## config.mk

```make
export PLATFORM = sky130hd
export DESIGN_NAME = one_shot_timer_job_table
export DESIGN_NICKNAME = d
export VERILOG_FILES = /design/src/rtl/osjt_pkg.sv /design/src/rtl/osjt_ram.sv /design/src/rtl/osjt_useq.sv /design/src/rtl/osjt_dpath.sv /design/src/rtl/one_shot_timer_job_table.sv
export VERILOG_INCLUDE_DIRS = /design/src /design/src/rtl
export SDC_FILE = /design/constraint.sdc
export NUM_CORES = 2
export LEC_CHECK = 0
export BUFFER_PORTS_ARGS = -buffer_cell sky130_fd_sc_hd__buf_2
export CORE_ASPECT_RATIO = 1.1
export CORE_MARGIN = 3
export CORE_UTILIZATION = 40
export CTS_CLUSTER_SIZE = 10
export DETAILED_ROUTE_END_ITERATION = 8
export SKIP_CTS_REPAIR_TIMING = 1
export SLEW_MARGIN = 20
export SYNTH_ARGS = -nofsm -noshare
export SYNTH_HDL_FRONTEND = slang
export SYNTH_SLANG_ARGS = --single-unit
```

## constraint.sdc

```tcl
create_clock -name aclk -period 15.4 [get_ports aclk]
set_input_delay 3.08 -clock aclk [delete_from_list [all_inputs] [get_ports aclk]]
set_output_delay 3.08 -clock aclk [all_outputs]
set_load 0.01 [all_outputs]
```

## src/rtl/one_shot_timer_job_table_macros.svh

```systemverilog
// Assertion macros for the timer job table RTL.
`ifndef ONE_SHOT_TIMER_JOB_TABLE_MACROS_SVH
`define ONE_SHOT_TIMER_JOB_TABLE_MACROS_SVH

// Check an expression at every clock edge outside reset.
`define OSJT_ASSERT_ALWAYS(label, clk, rstn, expr) \
    label: assert property (@(posedge clk) disable iff (!rstn) (expr)) \
        else $error("osjt: invariant violated");

// Check that a consequent holds in the cycle after an antecedent.
`define OSJT_ASSERT_NEXT(label, clk, rstn, ante, cons) \
    label: assert property (@(posedge clk) disable iff (!rstn) (ante) |=> (cons)) \
        else $error("osjt: sequence violated");

`endif

```

## src/rtl/osjt_pkg.sv

```systemverilog
// Types, constants and microprogram of the timer job table.
`default_nettype none

package osjt_pkg;

    localparam int SLOTS_DEF       = 8;
    localparam int HANDLE_BITS_DEF = 16;

    localparam int OPC_W  = 2;
    localparam int TICK_W = 32;
    localparam int HND_W  = 16;
    localparam int ID_W   = 32;
    localparam int IDX_W  = 4;
    localparam int ST_W   = 2;
    localparam int CNT_W  = 4;

    localparam int S_TDATA_W = 120;
    localparam int M_TDATA_W = 88;

    localparam logic [TICK_W-1:0] TPS_RESET = 32'd100;
    localparam logic [ID_W-1:0]   ONE_U     = 32'd1;

    // opcodes
    localparam logic [OPC_W-1:0] OP_SCHED  = 2'd0;
    localparam logic [OPC_W-1:0] OP_CANCEL = 2'd1;
    localparam logic [OPC_W-1:0] OP_POLL   = 2'd2;
    localparam logic [OPC_W-1:0] OP_GET    = 2'd3;

    // result status codes
    localparam logic [ST_W-1:0] ST_OK   = 2'd0;
    localparam logic [ST_W-1:0] ST_FAIL = 2'd1;
    localparam logic [ST_W-1:0] ST_NONE = 2'd2;

    // configuration register indexes
    localparam logic REG_TPS = 1'b0;
    localparam logic REG_RUN = 1'b1;

    typedef enum logic [4:0] {
        U_IDLE,
        U_SC0, U_SC1, U_SC2, U_SC3, U_SC4,
        U_FAIL,
        U_CA0, U_CA1, U_CA2, U_CA3, U_CA4,
        U_PO0, U_PO1, U_PO2, U_PO3, U_PO4,
        U_PO5, U_PO6, U_PO7, U_PO8, U_PO9,
        U_GE0, U_GE1, U_GE2, U_GE3,
        U_NONE
    } upc_t;

    typedef enum logic [3:0] {
        A_NOP,
        A_LOAD,
        A_MUL,
        A_ADV,
        A_SCHED,
        A_CLEAR,
        A_MARK,
        A_EM_SCHED,
        A_EM_FAIL,
        A_EM_OK,
        A_EM_NONE,
        A_EM_FIRE,
        A_EM_GET
    } act_t;

    typedef enum logic [3:0] {
        C_ALWAYS,
        C_HND_ZERO,
        C_SLOT_FREE,
        C_AT_END,
        C_ID_HIT,
        C_DUE_HIT,
        C_SEEN_HIT,
        C_FIRE_BIT,
        C_LAST_FIRE,
        C_NONE_FIRED,
        C_RUNNER_OFF
    } cond_t;

    typedef struct packed {
        act_t  act;
        cond_t cond;
        upc_t  tgt;
        upc_t  nxt;
    } uword_t;

    typedef struct packed {
        logic hnd_zero;
        logic slot_free;
        logic at_end;
        logic id_hit;
        logic due_hit;
        logic seen_hit;
        logic fire_bit;
        logic last_fire;
        logic none_fired;
        logic runner_off;
        logic out_ready;
    } flags_t;

    function automatic logic is_emit(act_t a);
        return a inside {A_EM_SCHED, A_EM_FAIL, A_EM_OK, A_EM_NONE, A_EM_FIRE, A_EM_GET};
    endfunction

    function automatic upc_t entry_of(logic [OPC_W-1:0] op);
        upc_t u;
        case (op)
            OP_SCHED:  u = U_SC0;
            OP_CANCEL: u = U_CA0;
            OP_POLL:   u = U_PO0;
            OP_GET:    u = U_GE0;
            default:   u = U_IDLE;
        endcase
        return u;
    endfunction

    // Control store: action, branch condition, taken target, fall-through target.
    function automatic uword_t ucode(upc_t u);
        uword_t w;
        case (u)
            U_IDLE:  w = '{A_NOP,      C_ALWAYS,     U_IDLE, U_IDLE};
            U_SC0:   w = '{A_MUL,      C_HND_ZERO,   U_FAIL, U_SC1};
            U_SC1:   w = '{A_NOP,      C_SLOT_FREE,  U_SC3,  U_SC2};
            U_SC2:   w = '{A_ADV,      C_AT_END,     U_FAIL, U_SC1};
            U_SC3:   w = '{A_SCHED,    C_ALWAYS,     U_SC4,  U_SC4};
            U_SC4:   w = '{A_EM_SCHED, C_ALWAYS,     U_IDLE, U_IDLE};
            U_FAIL:  w = '{A_EM_FAIL,  C_ALWAYS,     U_IDLE, U_IDLE};
            U_CA0:   w = '{A_NOP,      C_ALWAYS,     U_CA1,  U_CA1};
            U_CA1:   w = '{A_NOP,      C_ID_HIT,     U_CA3,  U_CA2};
            U_CA2:   w = '{A_ADV,      C_AT_END,     U_FAIL, U_CA0};
            U_CA3:   w = '{A_CLEAR,    C_ALWAYS,     U_CA4,  U_CA4};
            U_CA4:   w = '{A_EM_OK,    C_ALWAYS,     U_IDLE, U_IDLE};
            U_PO0:   w = '{A_NOP,      C_RUNNER_OFF, U_NONE, U_PO1};
            U_PO1:   w = '{A_NOP,      C_ALWAYS,     U_PO2,  U_PO2};
            U_PO2:   w = '{A_NOP,      C_DUE_HIT,    U_PO3,  U_PO4};
            U_PO3:   w = '{A_MARK,     C_ALWAYS,     U_PO4,  U_PO4};
            U_PO4:   w = '{A_ADV,      C_AT_END,     U_PO5,  U_PO1};
            U_PO5:   w = '{A_NOP,      C_NONE_FIRED, U_NONE, U_PO6};
            U_PO6:   w = '{A_NOP,      C_ALWAYS,     U_PO7,  U_PO7};
            U_PO7:   w = '{A_NOP,      C_FIRE_BIT,   U_PO8,  U_PO9};
            U_PO8:   w = '{A_EM_FIRE,  C_LAST_FIRE,  U_IDLE, U_PO9};
            U_PO9:   w = '{A_ADV,      C_ALWAYS,     U_PO6,  U_PO6};
            U_GE0:   w = '{A_NOP,      C_ALWAYS,     U_GE1,  U_GE1};
            U_GE1:   w = '{A_NOP,      C_SEEN_HIT,   U_GE3,  U_GE2};
            U_GE2:   w = '{A_ADV,      C_AT_END,     U_FAIL, U_GE0};
            U_GE3:   w = '{A_EM_GET,   C_ALWAYS,     U_IDLE, U_IDLE};
            U_NONE:  w = '{A_EM_NONE,  C_ALWAYS,     U_IDLE, U_IDLE};
            default: w = '{A_NOP,      C_ALWAYS,     U_IDLE, U_IDLE};
        endcase
        return w;
    endfunction

endpackage

`default_nettype wire

```

## src/rtl/osjt_ram.sv

```systemverilog
// Generic single-write, single-read RAM with registered read data.
`default_nettype none

module osjt_ram #(
    parameter  int WIDTH = 8,
    parameter  int DEPTH = 8,
    localparam int AW    = (DEPTH > 1) ? $clog2(DEPTH) : 1
) (
    input  wire logic                     aclk,
    input  wire logic                     we,
    input  wire logic [AW-1:0]            waddr,
    input  wire logic [WIDTH-1:0]         wdata,
    input  wire logic [AW-1:0]            raddr,
    output      logic [WIDTH-1:0]         rdata
);
    logic [WIDTH-1:0] mem_reg [DEPTH];
    logic [WIDTH-1:0] rdata_reg;

    always_ff @(posedge aclk) begin
        if (we) begin
            mem_reg[waddr] <= wdata;
        end
        rdata_reg <= mem_reg[raddr];
    end

    assign rdata = rdata_reg;

endmodule

`default_nettype wire

```

## src/rtl/osjt_useq.sv

```systemverilog
// Microcode sequencer: step counter, control store fetch and branch logic.
`default_nettype none

module osjt_useq (
    input  wire logic                        aclk,
    input  wire logic                        aresetn,
    input  wire logic                        s_tvalid,
    output      logic                        s_tready,
    input  wire logic [osjt_pkg::OPC_W-1:0]  opcode,
    input  wire osjt_pkg::flags_t            flags,
    output      osjt_pkg::act_t              act
);
    osjt_pkg::upc_t   upc_reg;
    osjt_pkg::upc_t   upc_next;
    osjt_pkg::uword_t uw;
    logic             cond_hit;
    logic             accept;

    assign uw       = osjt_pkg::ucode(upc_reg);
    assign s_tready = (upc_reg == osjt_pkg::U_IDLE);
    assign accept   = s_tvalid && s_tready;

    always_comb begin
        case (uw.cond)
            osjt_pkg::C_ALWAYS:     cond_hit = 1'b1;
            osjt_pkg::C_HND_ZERO:   cond_hit = flags.hnd_zero;
            osjt_pkg::C_SLOT_FREE:  cond_hit = flags.slot_free;
            osjt_pkg::C_AT_END:     cond_hit = flags.at_end;
            osjt_pkg::C_ID_HIT:     cond_hit = flags.id_hit;
            osjt_pkg::C_DUE_HIT:    cond_hit = flags.due_hit;
            osjt_pkg::C_SEEN_HIT:   cond_hit = flags.seen_hit;
            osjt_pkg::C_FIRE_BIT:   cond_hit = flags.fire_bit;
            osjt_pkg::C_LAST_FIRE:  cond_hit = flags.last_fire;
            osjt_pkg::C_NONE_FIRED: cond_hit = flags.none_fired;
            osjt_pkg::C_RUNNER_OFF: cond_hit = flags.runner_off;
            default:                cond_hit = 1'b0;
        endcase
    end

    always_comb begin
        if (upc_reg == osjt_pkg::U_IDLE) begin
            act      = accept ? osjt_pkg::A_LOAD : osjt_pkg::A_NOP;
            upc_next = accept ? osjt_pkg::entry_of(opcode) : osjt_pkg::U_IDLE;
        end else if (osjt_pkg::is_emit(uw.act) && !flags.out_ready) begin
            // hold the step until the output register frees up
            act      = osjt_pkg::A_NOP;
            upc_next = upc_reg;
        end else begin
            act      = uw.act;
            upc_next = cond_hit ? uw.tgt : uw.nxt;
        end
    end

    always_ff @(posedge aclk) begin
        if (!aresetn) begin
            upc_reg <= osjt_pkg::U_IDLE;
        end else begin
            upc_reg <= upc_next;
        end
    end

endmodule

`default_nettype wire

```

## src/rtl/osjt_dpath.sv

```systemverilog
// Datapath: slot flags, slot RAM, scan pointer, id counter and result register.
`default_nettype none

module osjt_dpath #(
    parameter int SLOTS       = osjt_pkg::SLOTS_DEF,
    parameter int HANDLE_BITS = osjt_pkg::HANDLE_BITS_DEF
) (
    input  wire logic                         aclk,
    input  wire logic                         aresetn,
    input  wire osjt_pkg::act_t               act,
    input  wire logic [osjt_pkg::TICK_W-1:0]  now_tick,
    input  wire logic [osjt_pkg::TICK_W-1:0]  delay_seconds,
    input  wire logic [osjt_pkg::HND_W-1:0]   command_handle,
    input  wire logic [osjt_pkg::ID_W-1:0]    target_id,
    input  wire logic [osjt_pkg::IDX_W-1:0]   entry_index,
    input  wire logic                         cfg_valid,
    input  wire logic                         cfg_index,
    input  wire logic [osjt_pkg::TICK_W-1:0]  cfg_data,
    output      osjt_pkg::flags_t             flags,
    input  wire logic                         m_tready,
    output      logic                         m_tvalid,
    output      logic [osjt_pkg::ST_W-1:0]    status,
    output      logic [osjt_pkg::ID_W-1:0]    job_id,
    output      logic [osjt_pkg::HND_W-1:0]   handle_out,
    output      logic [osjt_pkg::TICK_W-1:0]  due_out,
    output      logic [osjt_pkg::CNT_W-1:0]   pending_count,
    output      logic                         last
);
`include "one_shot_timer_job_table_macros.svh"

    localparam int PW    = (SLOTS > 1) ? $clog2(SLOTS) : 1;
    localparam int CW    = $clog2(SLOTS + 1);
    localparam int IW    = (CW > osjt_pkg::IDX_W) ? CW : osjt_pkg::IDX_W;
    localparam int TW    = osjt_pkg::TICK_W;
    localparam int HW    = osjt_pkg::HND_W;
    localparam int RW    = osjt_pkg::ID_W + TW + HANDLE_BITS;
    localparam int DUE_L = osjt_pkg::ID_W;
    localparam int HND_L = osjt_pkg::ID_W + TW;

    // configuration
    logic [TW-1:0] tps_reg, tps_next;
    logic          run_reg, run_next;

    // latched item
    logic [TW-1:0]                  now_reg, now_next;
    logic [TW-1:0]                  secs_reg, secs_next;
    logic [HANDLE_BITS-1:0]         hnd_reg, hnd_next;
    logic [osjt_pkg::ID_W-1:0]      tid_reg, tid_next;
    logic [osjt_pkg::IDX_W-1:0]     idx_reg, idx_next;
    logic [TW-1:0]                  prod_reg, prod_next;

    // scan state
    logic [PW-1:0]    ptr_reg, ptr_next;
    logic [CW-1:0]    seen_reg, seen_next;
    logic [SLOTS-1:0] pend_reg, pend_next;
    logic [SLOTS-1:0] fire_reg, fire_next;
    logic [CW-1:0]    cnt_reg, cnt_next;
    logic [CW-1:0]    fcnt_reg, fcnt_next;
    logic [osjt_pkg::ID_W-1:0] nid_reg, nid_next;

    // result register
    logic                       m_valid_reg, m_valid_next;
    logic [osjt_pkg::ST_W-1:0]  m_st_reg, m_st_next;
    logic [osjt_pkg::ID_W-1:0]  m_id_reg, m_id_next;
    logic [HW-1:0]              m_hnd_reg, m_hnd_next;
    logic [TW-1:0]              m_due_reg, m_due_next;
    logic [osjt_pkg::CNT_W-1:0] m_cnt_reg, m_cnt_next;
    logic                       m_last_reg, m_last_next;

    // slot RAM
    logic          ram_we;
    logic [RW-1:0] ram_wdata;
    logic [RW-1:0] ram_rdata;

    logic [osjt_pkg::ID_W-1:0]     rd_id;
    logic [TW-1:0]                 rd_due;
    logic [HANDLE_BITS-1:0]        rd_hnd;
    logic [HANDLE_BITS+HW-1:0]     hin_x;
    logic [HANDLE_BITS+HW-1:0]     rdh_x;
    logic [HANDLE_BITS+HW-1:0]     hreg_x;
    logic [CW+osjt_pkg::CNT_W-1:0] cnt_x;
    logic [TW-1:0]                 secs_eff;
    logic                          at_end;
    logic                          pend_here;
    logic [PW-1:0]                 ptr_inc;

    osjt_ram #(
        .WIDTH (RW),
        .DEPTH (SLOTS)
    ) u_slot_ram (
        .aclk  (aclk),
        .we    (ram_we),
        .waddr (ptr_reg),
        .wdata (ram_wdata),
        .raddr (ptr_reg),
        .rdata (ram_rdata)
    );

    assign rd_id  = ram_rdata[DUE_L-1:0];
    assign rd_due = ram_rdata[HND_L-1:DUE_L];
    assign rd_hnd = ram_rdata[RW-1:HND_L];

    assign hin_x  = {{HANDLE_BITS{1'b0}}, command_handle};
    assign rdh_x  = {{HW{1'b0}}, rd_hnd};
    assign hreg_x = {{HW{1'b0}}, hnd_reg};
    assign cnt_x  = {{osjt_pkg::CNT_W{1'b0}}, cnt_reg};

    assign secs_eff  = (secs_reg == '0) ? osjt_pkg::ONE_U : secs_reg;
    assign at_end    = (ptr_reg == PW'(SLOTS - 1));
    assign pend_here = pend_reg[ptr_reg];
    assign ptr_inc   = at_end ? '0 : ptr_reg + PW'(1);
    assign ram_wdata = {hnd_reg, now_reg + prod_reg, nid_reg};

    always_comb begin
        flags.hnd_zero   = (hnd_reg == '0);
        flags.slot_free  = !pend_here;
        flags.at_end     = at_end;
        flags.id_hit     = pend_here && (rd_id == tid_reg);
        flags.due_hit    = pend_here && (now_reg >= rd_due);
        flags.seen_hit   = pend_here && (IW'(seen_reg) == IW'(idx_reg));
        flags.fire_bit   = fire_reg[ptr_reg];
        flags.last_fire  = (fcnt_reg == CW'(1));
        flags.none_fired = (fcnt_reg == '0);
        flags.runner_off = !run_reg;
        flags.out_ready  = !m_valid_reg || m_tready;
    end

    always_comb begin
        tps_next     = tps_reg;
        run_next     = run_reg;
        now_next     = now_reg;
        secs_next    = secs_reg;
        hnd_next     = hnd_reg;
        tid_next     = tid_reg;
        idx_next     = idx_reg;
        prod_next    = prod_reg;
        ptr_next     = ptr_reg;
        seen_next    = seen_reg;
        pend_next    = pend_reg;
        fire_next    = fire_reg;
        cnt_next     = cnt_reg;
        fcnt_next    = fcnt_reg;
        nid_next     = nid_reg;
        ram_we       = 1'b0;
        m_valid_next = m_tready ? 1'b0 : m_valid_reg;
        m_st_next    = m_st_reg;
        m_id_next    = m_id_reg;
        m_hnd_next   = m_hnd_reg;
        m_due_next   = m_due_reg;
        m_cnt_next   = m_cnt_reg;
        m_last_next  = m_last_reg;

        if (cfg_valid) begin
            case (cfg_index)
                osjt_pkg::REG_TPS: tps_next = cfg_data;
                osjt_pkg::REG_RUN: run_next = cfg_data[0];
                default: ;
            endcase
        end

        if (osjt_pkg::is_emit(act)) begin
            m_valid_next = 1'b1;
            m_st_next    = osjt_pkg::ST_OK;
            m_id_next    = '0;
            m_hnd_next   = '0;
            m_due_next   = '0;
            m_cnt_next   = cnt_x[osjt_pkg::CNT_W-1:0];
            m_last_next  = 1'b1;
        end

        case (act)
            osjt_pkg::A_LOAD: begin
                now_next  = now_tick;
                secs_next = delay_seconds;
                hnd_next  = hin_x[HANDLE_BITS-1:0];
                tid_next  = target_id;
                idx_next  = entry_index;
                ptr_next  = '0;
                seen_next = '0;
            end
            osjt_pkg::A_MUL: begin
                prod_next = TW'(secs_eff * tps_reg);
            end
            osjt_pkg::A_ADV: begin
                ptr_next  = ptr_inc;
                seen_next = seen_reg + CW'(pend_here);
            end
            osjt_pkg::A_SCHED: begin
                ram_we             = 1'b1;
                pend_next[ptr_reg] = 1'b1;
                cnt_next           = cnt_reg + CW'(1);
                nid_next           = nid_reg + osjt_pkg::ONE_U;
            end
            osjt_pkg::A_CLEAR: begin
                pend_next[ptr_reg] = 1'b0;
                cnt_next           = cnt_reg - CW'(1);
            end
            osjt_pkg::A_MARK: begin
                pend_next[ptr_reg] = 1'b0;
                fire_next[ptr_reg] = 1'b1;
                cnt_next           = cnt_reg - CW'(1);
                fcnt_next          = fcnt_reg + CW'(1);
            end
            osjt_pkg::A_EM_SCHED: begin
                // the counter has already moved past the id just given out
                m_id_next  = nid_reg - osjt_pkg::ONE_U;
                m_hnd_next = hreg_x[HW-1:0];
            end
            osjt_pkg::A_EM_FAIL: begin
                m_st_next = osjt_pkg::ST_FAIL;
            end
            osjt_pkg::A_EM_OK: begin
                m_st_next = osjt_pkg::ST_OK;
            end
            osjt_pkg::A_EM_NONE: begin
                m_st_next = osjt_pkg::ST_NONE;
            end
            osjt_pkg::A_EM_FIRE: begin
                m_id_next          = rd_id;
                m_hnd_next         = rdh_x[HW-1:0];
                m_last_next        = (fcnt_reg == CW'(1));
                fire_next[ptr_reg] = 1'b0;
                fcnt_next          = fcnt_reg - CW'(1);
            end
            osjt_pkg::A_EM_GET: begin
                m_id_next  = rd_id;
                m_hnd_next = rdh_x[HW-1:0];
                m_due_next = rd_due;
            end
            default: ;
        endcase
    end

    always_ff @(posedge aclk) begin
        if (!aresetn) begin
            tps_reg     <= osjt_pkg::TPS_RESET;
            run_reg     <= 1'b0;
            pend_reg    <= '0;
            fire_reg    <= '0;
            cnt_reg     <= '0;
            fcnt_reg    <= '0;
            nid_reg     <= osjt_pkg::ONE_U;
            ptr_reg     <= '0;
            seen_reg    <= '0;
            m_valid_reg <= 1'b0;
        end else begin
            tps_reg     <= tps_next;
            run_reg     <= run_next;
            pend_reg    <= pend_next;
            fire_reg    <= fire_next;
            cnt_reg     <= cnt_next;
            fcnt_reg    <= fcnt_next;
            nid_reg     <= nid_next;
            ptr_reg     <= ptr_next;
            seen_reg    <= seen_next;
            m_valid_reg <= m_valid_next;
        end
    end

    always_ff @(posedge aclk) begin
        now_reg    <= now_next;
        secs_reg   <= secs_next;
        hnd_reg    <= hnd_next;
        tid_reg    <= tid_next;
        idx_reg    <= idx_next;
        prod_reg   <= prod_next;
        m_st_reg   <= m_st_next;
        m_id_reg   <= m_id_next;
        m_hnd_reg  <= m_hnd_next;
        m_due_reg  <= m_due_next;
        m_cnt_reg  <= m_cnt_next;
        m_last_reg <= m_last_next;
    end

    assign m_tvalid      = m_valid_reg;
    assign status        = m_st_reg;
    assign job_id        = m_id_reg;
    assign handle_out    = m_hnd_reg;
    assign due_out       = m_due_reg;
    assign pending_count = m_cnt_reg;
    assign last          = m_last_reg;

    `OSJT_ASSERT_ALWAYS(a_cnt_matches_flags, aclk, aresetn,
        $countones(pend_reg) == int'(cnt_reg))
    `OSJT_ASSERT_ALWAYS(a_fcnt_matches_flags, aclk, aresetn,
        $countones(fire_reg) == int'(fcnt_reg))
    `OSJT_ASSERT_ALWAYS(a_fire_not_pending, aclk, aresetn,
        (pend_reg & fire_reg) == '0)
    `OSJT_ASSERT_NEXT(a_sched_marks_slot, aclk, aresetn,
        act == osjt_pkg::A_SCHED, pend_reg[$past(ptr_reg)])

endmodule

`default_nettype wire

```

## src/rtl/one_shot_timer_job_table.sv

```systemverilog
// Top level of the one-shot timer job table.
// The block holds SLOTS one-shot jobs (id, due tick, command handle) in a small
// RAM, with a pending flag per slot in flip-flops. A short microprogram in a
// read-only control store walks a scan pointer over the slots, one slot at a
// time, and drives a plain datapath (one 32x32 multiplier for the due tick,
// compares, counters, one result register). Items are taken one at a time:
// s_tready is high only while the sequencer is idle. The slot RAM has one
// registered read port, so each slot whose contents are tested costs a read
// step before its test step. Schedule takes the first free slot and fails on
// an empty handle or a full table; cancel clears the first pending job with
// the target id; get returns the pending job at entry_index in slot order;
// both fail when the scan ends without a hit. Poll answers none with the
// runner absent, otherwise one pass marks every due job as fired, then one
// result is given per fired job (a none result when nothing is due).
// A stalled result holds the sequencer at its emit step. The output register
// frees the sequencer as soon as the last result is loaded, so the next item is
// accepted while that result still waits on m_tready. Configuration writes are
// accepted on every cycle (cfg_ready is tied high) and must be issued only
// while the block is idle.
`default_nettype none

module one_shot_timer_job_table #(
    parameter int SLOTS       = osjt_pkg::SLOTS_DEF,
    parameter int HANDLE_BITS = osjt_pkg::HANDLE_BITS_DEF
) (
    input  wire logic                              aclk,
    input  wire logic                              aresetn,
    // command items
    input  wire logic                              s_tvalid,
    output      logic                              s_tready,
    // now_tick[31:0], delay_seconds[63:32], command_handle[79:64],
    // target_id[111:80], entry_index[115:112], zero pad[119:116]
    input  wire logic [osjt_pkg::S_TDATA_W-1:0]    s_tdata,
    // opcode[1:0]
    input  wire logic [osjt_pkg::OPC_W-1:0]        s_tuser,
    // result items
    output      logic                              m_tvalid,
    input  wire logic                              m_tready,
    // job_id[31:0], handle_out[47:32], due_out[79:48], pending_count[83:80],
    // zero pad[87:84]
    output      logic [osjt_pkg::M_TDATA_W-1:0]    m_tdata,
    // status[1:0]
    output      logic [osjt_pkg::ST_W-1:0]         m_tuser,
    output      logic                              m_tlast,
    // configuration writes: index 0 ticks_per_second, index 1 runner_present
    input  wire logic                              cfg_valid,
    output      logic                              cfg_ready,
    input  wire logic                              cfg_index,
    input  wire logic [osjt_pkg::TICK_W-1:0]       cfg_data
);
    osjt_pkg::flags_t flags;
    osjt_pkg::act_t   act;

    logic [osjt_pkg::TICK_W-1:0] now_tick;
    logic [osjt_pkg::TICK_W-1:0] delay_seconds;
    logic [osjt_pkg::HND_W-1:0]  command_handle;
    logic [osjt_pkg::ID_W-1:0]   target_id;
    logic [osjt_pkg::IDX_W-1:0]  entry_index;

    logic [osjt_pkg::ST_W-1:0]   status;
    logic [osjt_pkg::ID_W-1:0]   job_id;
    logic [osjt_pkg::HND_W-1:0]  handle_out;
    logic [osjt_pkg::TICK_W-1:0] due_out;
    logic [osjt_pkg::CNT_W-1:0]  pending_count;

    // unpack the command item
    assign now_tick       = s_tdata[31:0];
    assign delay_seconds  = s_tdata[63:32];
    assign command_handle = s_tdata[79:64];
    assign target_id      = s_tdata[111:80];
    assign entry_index    = s_tdata[115:112];

    assign cfg_ready = 1'b1;

    osjt_useq u_useq (
        .aclk     (aclk),
        .aresetn  (aresetn),
        .s_tvalid (s_tvalid),
        .s_tready (s_tready),
        .opcode   (s_tuser),
        .flags    (flags),
        .act      (act)
    );

    osjt_dpath #(
        .SLOTS       (SLOTS),
        .HANDLE_BITS (HANDLE_BITS)
    ) u_dpath (
        .aclk           (aclk),
        .aresetn        (aresetn),
        .act            (act),
        .now_tick       (now_tick),
        .delay_seconds  (delay_seconds),
        .command_handle (command_handle),
        .target_id      (target_id),
        .entry_index    (entry_index),
        .cfg_valid      (cfg_valid),
        .cfg_index      (cfg_index),
        .cfg_data       (cfg_data),
        .flags          (flags),
        .m_tready       (m_tready),
        .m_tvalid       (m_tvalid),
        .status         (status),
        .job_id         (job_id),
        .handle_out     (handle_out),
        .due_out        (due_out),
        .pending_count  (pending_count),
        .last           (m_tlast)
    );

    // pack the result item, padding to whole bytes
    assign m_tdata = {4'b0000, pending_count, due_out, handle_out, job_id};
    assign m_tuser = status;

endmodule

`default_nettype wire

```

# Word-level counts from Yosys, hierarchy flattened
# Memory sizes are Yosys's and may differ from the RTL's. A register that Yosys moved wholly into a read port is not among the register bits.
# Cells that the tools add are included.
[totals]
memories = 2
ramBits = 640
rom_bits = 576
ff_bits = 337
[mem_list]
columns = ["memory", "words", "width", "rd", "rd_ports_with_merged_regs", "wr", "line", "text"]
rows = [
  ["u_dpath.u_slot_ram.mem_reg", 8, 80, 1, 1, 1, "osjt_ram.sv:16", "logic [WIDTH-1:0] mem_reg [DEPTH];"],
  ["(name not given)", 32, 18, 1, 1, 0, "osjt_pkg.sv:119", "case (u)"],
]
[classes]
mul = 1
muxes = 39
magnitude_cmp = 3
n_reduce_logical = 31
n_eq_ne = 36
bitwise = 6
add_sub_neg = 9
[ops]
columns = ["op", "n"]
rows = [
  ["$mux 32", 3],
  ["$pmux 32 s2", 1],
  ["$eq 4x4->1 const B", 13],
  ["$eq 4x3->1 const B", 9],
  ["$add 32x1->32 const B", 1],
  ["$add 32x32->32", 1],
  ["$eq 32x32->1", 1],
  ["$ge 32x32->1", 1],
  ["$logic_not 32->1", 1],
  ["$mul 32x32->32", 1],
  ["$pmux 16 s2", 1],
  ["$pmux 8 s2", 2],
  ["$sub 32x1->32 const B", 1],
  ["$mux 5", 6],
  ["$pmux 4 s2", 3],
  ["$pmux 5 s4", 1],
  ["$and 8x8->8", 2],
  ["$eq 4x2->1 const B", 4],
  ["$logic_not 16->1", 1],
  ["$mux 16", 1],
  ["$or 8x8->8", 2],
  ["$eq 4x1->1 const B", 3],
  ["$reduce_bool 2->1", 6],
  ["$reduce_bool 6->1", 2],
  ["other kinds (32)", 58],
]

# Longest topological paths before layout
[logic_depth]
word_depth = 10
depth_mapped = 31
ltp_nobuf = 29

# Cells and area by module
# A second synthesis with hierarchy kept.
[unflattened]
hier_cells = 4304
area_unflattened_um2 = 58367.2
[by_module_without_submodules]
columns = ["mod", "cells_per_inst", "area_each_um2", "instances"]
rows = [
  ["osjt_dpath", 3073, 31031.0, 1],
  ["osjt_ram", 1018, 25654.6, 1],
  ["osjt_useq", 206, 1636.6, 1],
  ["one_shot_timer_job_table", 7, 45.0, 1],
]

# Least setup slack after synthesis
# No wires, ideal clock.
[synth_path]
path_kind = "input to register"
from = "in m_tready"
to = "reg with a tool-made name"
setup_time_ps = 74
setup_slack_ps = 7428
arrival_time_ps = 7898
n_path_buf = 1
path_stages = 6
path_cell_list = "nor2b_1 a21oi_1 nand4b_1 clkbuf_1 nor2_1 o221a_2"
[synth_rtl]
columns = ["element", "line", "text"]
rows = [
  ["from (decl)", "one_shot_timer_job_table.sv:38", "input wire logic m_tready,"],
]

# Worst setup path in the final report
[layout_path]
from = "reg u_dpath.secs_reg[17]"
to = "reg u_dpath.prod_reg[31], data pin"
[layout_between]
elab_chain_cells = 3
[layout_rtl]
columns = ["element", "line", "text"]
rows = [
  ["from (decl)", "osjt_dpath.sv:46", "logic [TW-1:0] secs_reg, secs_next;"],
  ["from (signal assigned)", "osjt_dpath.sv:262", "secs_reg <= secs_next;"],
  ["$logic_not 32->1", "osjt_dpath.sv:108", "assign secs_eff = (secs_reg == '0) ? osjt_pkg::ONE_U : secs_reg;"],
  ["$mux 32 (*)", "osjt_dpath.sv:108", ""],
  ["$mul 32x32->32 (*)", "osjt_dpath.sv:182", "prod_next = TW'(secs_eff * tps_reg);"],
  ["to (signal assigned)", "osjt_dpath.sv:266", "prod_reg <= prod_next;"],
  ["to (decl)", "osjt_dpath.sv:50", "logic [TW-1:0] prod_reg, prod_next;"],
]
# Mark *: on every way between the ends. The rest lies on a longest branch, timed or not.
# A chain may end at the register's enable or synchronous reset.

==> flow_summary_export.csv <==
group,metric,value,unit
run_status,status,"complete, no violations",
placement,dp_cells,6493,
logic_synthesis,yosysWarnings,0,
placement,gp_congestion,0.856,
global_routing,grt_pass1_wl,229,mm
logic_synthesis,synthFlopType,"edfxtp_1",
timing,finalSetupTns,0,ns
timing,setup_viol,0,
logic_synthesis,ys_seq_area_frac,0.531,
timing,rsz0062_at_grt,"no",
pwr,swShare,0.388,
critical_path,reg2regPathDepth,29,
critical_path,cp-endpoint,"u_dpath.prod_reg[31]",
route,post_drt_wl_per_cell,22.6,um
finish,final_cell_mix,"edfxtp_1 (875), inv_1 (459), fa_1 (410)",
global_routing,grtUsageMet1,0.273,
timing,fin_crit_sh,0.571,
route,via_per_inst,5.35,
pwr,power_density,203,mW/mm^2
floorplan,fp.dieArea,0.147,mm^2
pwr,total_power,13.0,mW
global_routing,top_usage_layer,"met2",
critical_path,worstReg2RegStart,"u_dpath.secs_reg[17]",
critical_path,startpoint_type,"flip-flop",
placement,dpl.hpwl,97.5,mm
timing,layout_setup_ws,6.60,ns
critical_path,critPathKind,"reg -> reg",
floorplan,rows,144,
timing,maxSlewViolCount,0,
timing,period_needed,8.80,ns
logic_synthesis,avgSynthCellArea,12.6,um^2
logic_synthesis,yosysUniqueCellTypes,79,
logic_synthesis,synth_cells,4528,
hold_path,worstHoldPathType,"reg -> reg",
route,first_pass_iters,5,
critical_path,cpPeakStageDelay,0.78,ns
route,drc_errors,0,
logic_synthesis,async_reset_ff_frac,0,
route,ant_nets,0,
pwr,p_switching,5.03,mW
critical_path,cp.arrival,9.20,ns
timing,relSlewSlack,0.257,
floorplan,dieWidth,366,um
route,wirelength,152,mm
logic_synthesis,synth-seq-cells,1075,
clock_tree,clkTransAtPathRegs,0.06,ns
clock_tree,clkLatencyLatePin,0.76,ns
pwr,p_leak,24.3,nW
clock_tree,clock-sinks,1075,
pwr,pwr-share-seq,0.308,
global_routing,antenna_found_initial,3,
placement,dpl_worst_slack,6.61,ns
global_routing,first_global_vias,36987,
logic_synthesis,synth_area,0.0570,mm^2
timing,tightest_slew,1.11,ns
global_routing,use_met2,0.340,
finish,largest_reg_flops,640,
global_routing,grt_max_degree,106,
finish,syn2layout_area_growth,12.3,%
pwr,clockPowerShare,0.206,
pwr,combPwrFrac,0.486,
finish,instances_no_fill,6730,
timing,skew,0.0769,ns
route,first_iter_violations,3089,
finish,drive_above_1_share,0.107,
critical_path,crit_required,15.80,ns
critical_path,crit_fanout,32,
timing,max_freq,114,MHz
global_routing,grt_use_total,0.205,
critical_path,critPathSlowestCell,"a2111oi_0",
critical_path,reg2reg_to,"u_dpath.prod_reg[31]",
clock_tree,cts_tree,"done",
floorplan,die_y,402,um
clock_tree,cts-root-buf,"clkbuf_16",
pwr,internal-power,7.95,mW
critical_path,regToRegSetupSlack,6.60,ns
critical_path,critical_path.startpoint,"u_dpath.secs_reg[17]",
logic_synthesis,synth_edf_count,875,
floorplan,start_util,0.405,
floorplan,io_pins,254,
critical_path,path_common_cell,"fa_1",
finish,nets,5491,
floorplan,core,0.141,mm^2
clock_tree,cts_htree_levels,3,
run,drv_cap,0,
timing,hold_viol,0,
hold_path,min-delay-start,"u_dpath.u_slot_ram.mem_reg[1][43]",
clock_tree,numCtsBuffers,121,
timing,holdWs,0.432,ns
global_routing,grtUsageMet3,0.0346,
pwr,ir_drop,0.000318,V
placement,io_buffers,244,
finish,layout_commonest_cell,"edfxtp_1",
route,vias,35991,
global_routing,grt.overflow.total,0,
critical_path,cp-end-kind,"flip-flop",
clock_tree,cts_buffer_depth,3,
[per-stage QoR]
step	area, um^2	util
after floorplan	57000	-
after global placement	60300	0.428
after detailed placement	60300	0.428
after CTS	63900	0.454
after global routing	64000	0.455
final	64000	0.455
[critical path, delay by kind of cell (launching register included)]
family                     cells  cell delay, ns
xor gates and xnor gates       1            0.16
adders and majority gates      9            3.66
buffers and inverters          6            0.54
DFF                            1            0.76
and+or+nand+nor                5            1.12
AOI/OAI and AO/OA              8            2.23
[logic make-up (layout without fill, tap and decap cells)]
| logic type | count (synthesis) | in the layout | share of synthesized area |
|---|---|---|---|
| AO/OA/AOI/OAI | 697 | 697 | 0.0863 |
| multiplexers | 15 | 15 | 0.00316 |
| adder cells (fa/ha/maj) | 612 | 612 | 0.188 |
| AND/OR/NAND/NOR | 1200 | 1200 | 0.110 |
| other | 2 | 10 | 0.000132 |
| XOR/XNOR | 215 | 215 | 0.0330 |
| buffers and inverters | 712 | 1008 | 0.0479 |
| flip-flops | 1075 | 1075 | 0.531 |
[area by class of cell]
class                           instances  area (um^2)
Timing Repair Buffer                  314         1760
Sequential cell                      1075        30300
Tap cell                             1898         2370
Multi-Input combinational cell       2744        24100
Fill cell                           12746        76700
Clock buffer                          220         3450
Inverter                              463         1750
Antenna cell                            5         12.5
Clock inverter                         11          235
[routing by layer]
layer,vias to the layer above,routed length (um)
met5,-,0
met4,0,4570
met3,243,10900
met2,1294,72600
met1,18253,64300
li1,16201,-
[worst min-delay path by stage]
stage,to,cells past startpoint
after floorplan,u_dpath.pending_count[3],0
after global placement,u_dpath.pending_count[3],0
after detailed placement,u_dpath.pending_count[3],0
after CTS,u_dpath.u_slot_ram.rdata[43],2
after global routing,u_dpath.u_slot_ram.rdata[50],2
final,u_dpath.u_slot_ram.rdata[43],2
[power groups by stage]
stage | Clock (mW) | Combinational [mW] | Sequential [mW]
global route | 2.85 | 7.12 | 4.01
floorplan | 0 | 4.52 | 3.97
detailed placement | 0 | 6.32 | 4.05
finish | 2.67 | 6.31 | 4.00
CTS | 2.74 | 6.36 | 3.99
global placement | 0 | 6.22 | 4.05
[Yosys cell counts, drive strengths merged (46+ instances only)]
cell	number	area (um^2)
xnor2	143	1250
nand3	46	230
edfxtp	875	26300
o21ai	96	507
a21oi	82	414
nor2	93	364
fa	410	8210
inv	463	1740
ha	202	2530
and2	361	2260
nand4	103	644
nand2	396	1490
xor2	72	631
dfxtp	200	4000
nor4	62	394
clkbuf	227	852
a22oi	329	2470
(Power assumes the default switching activity.)
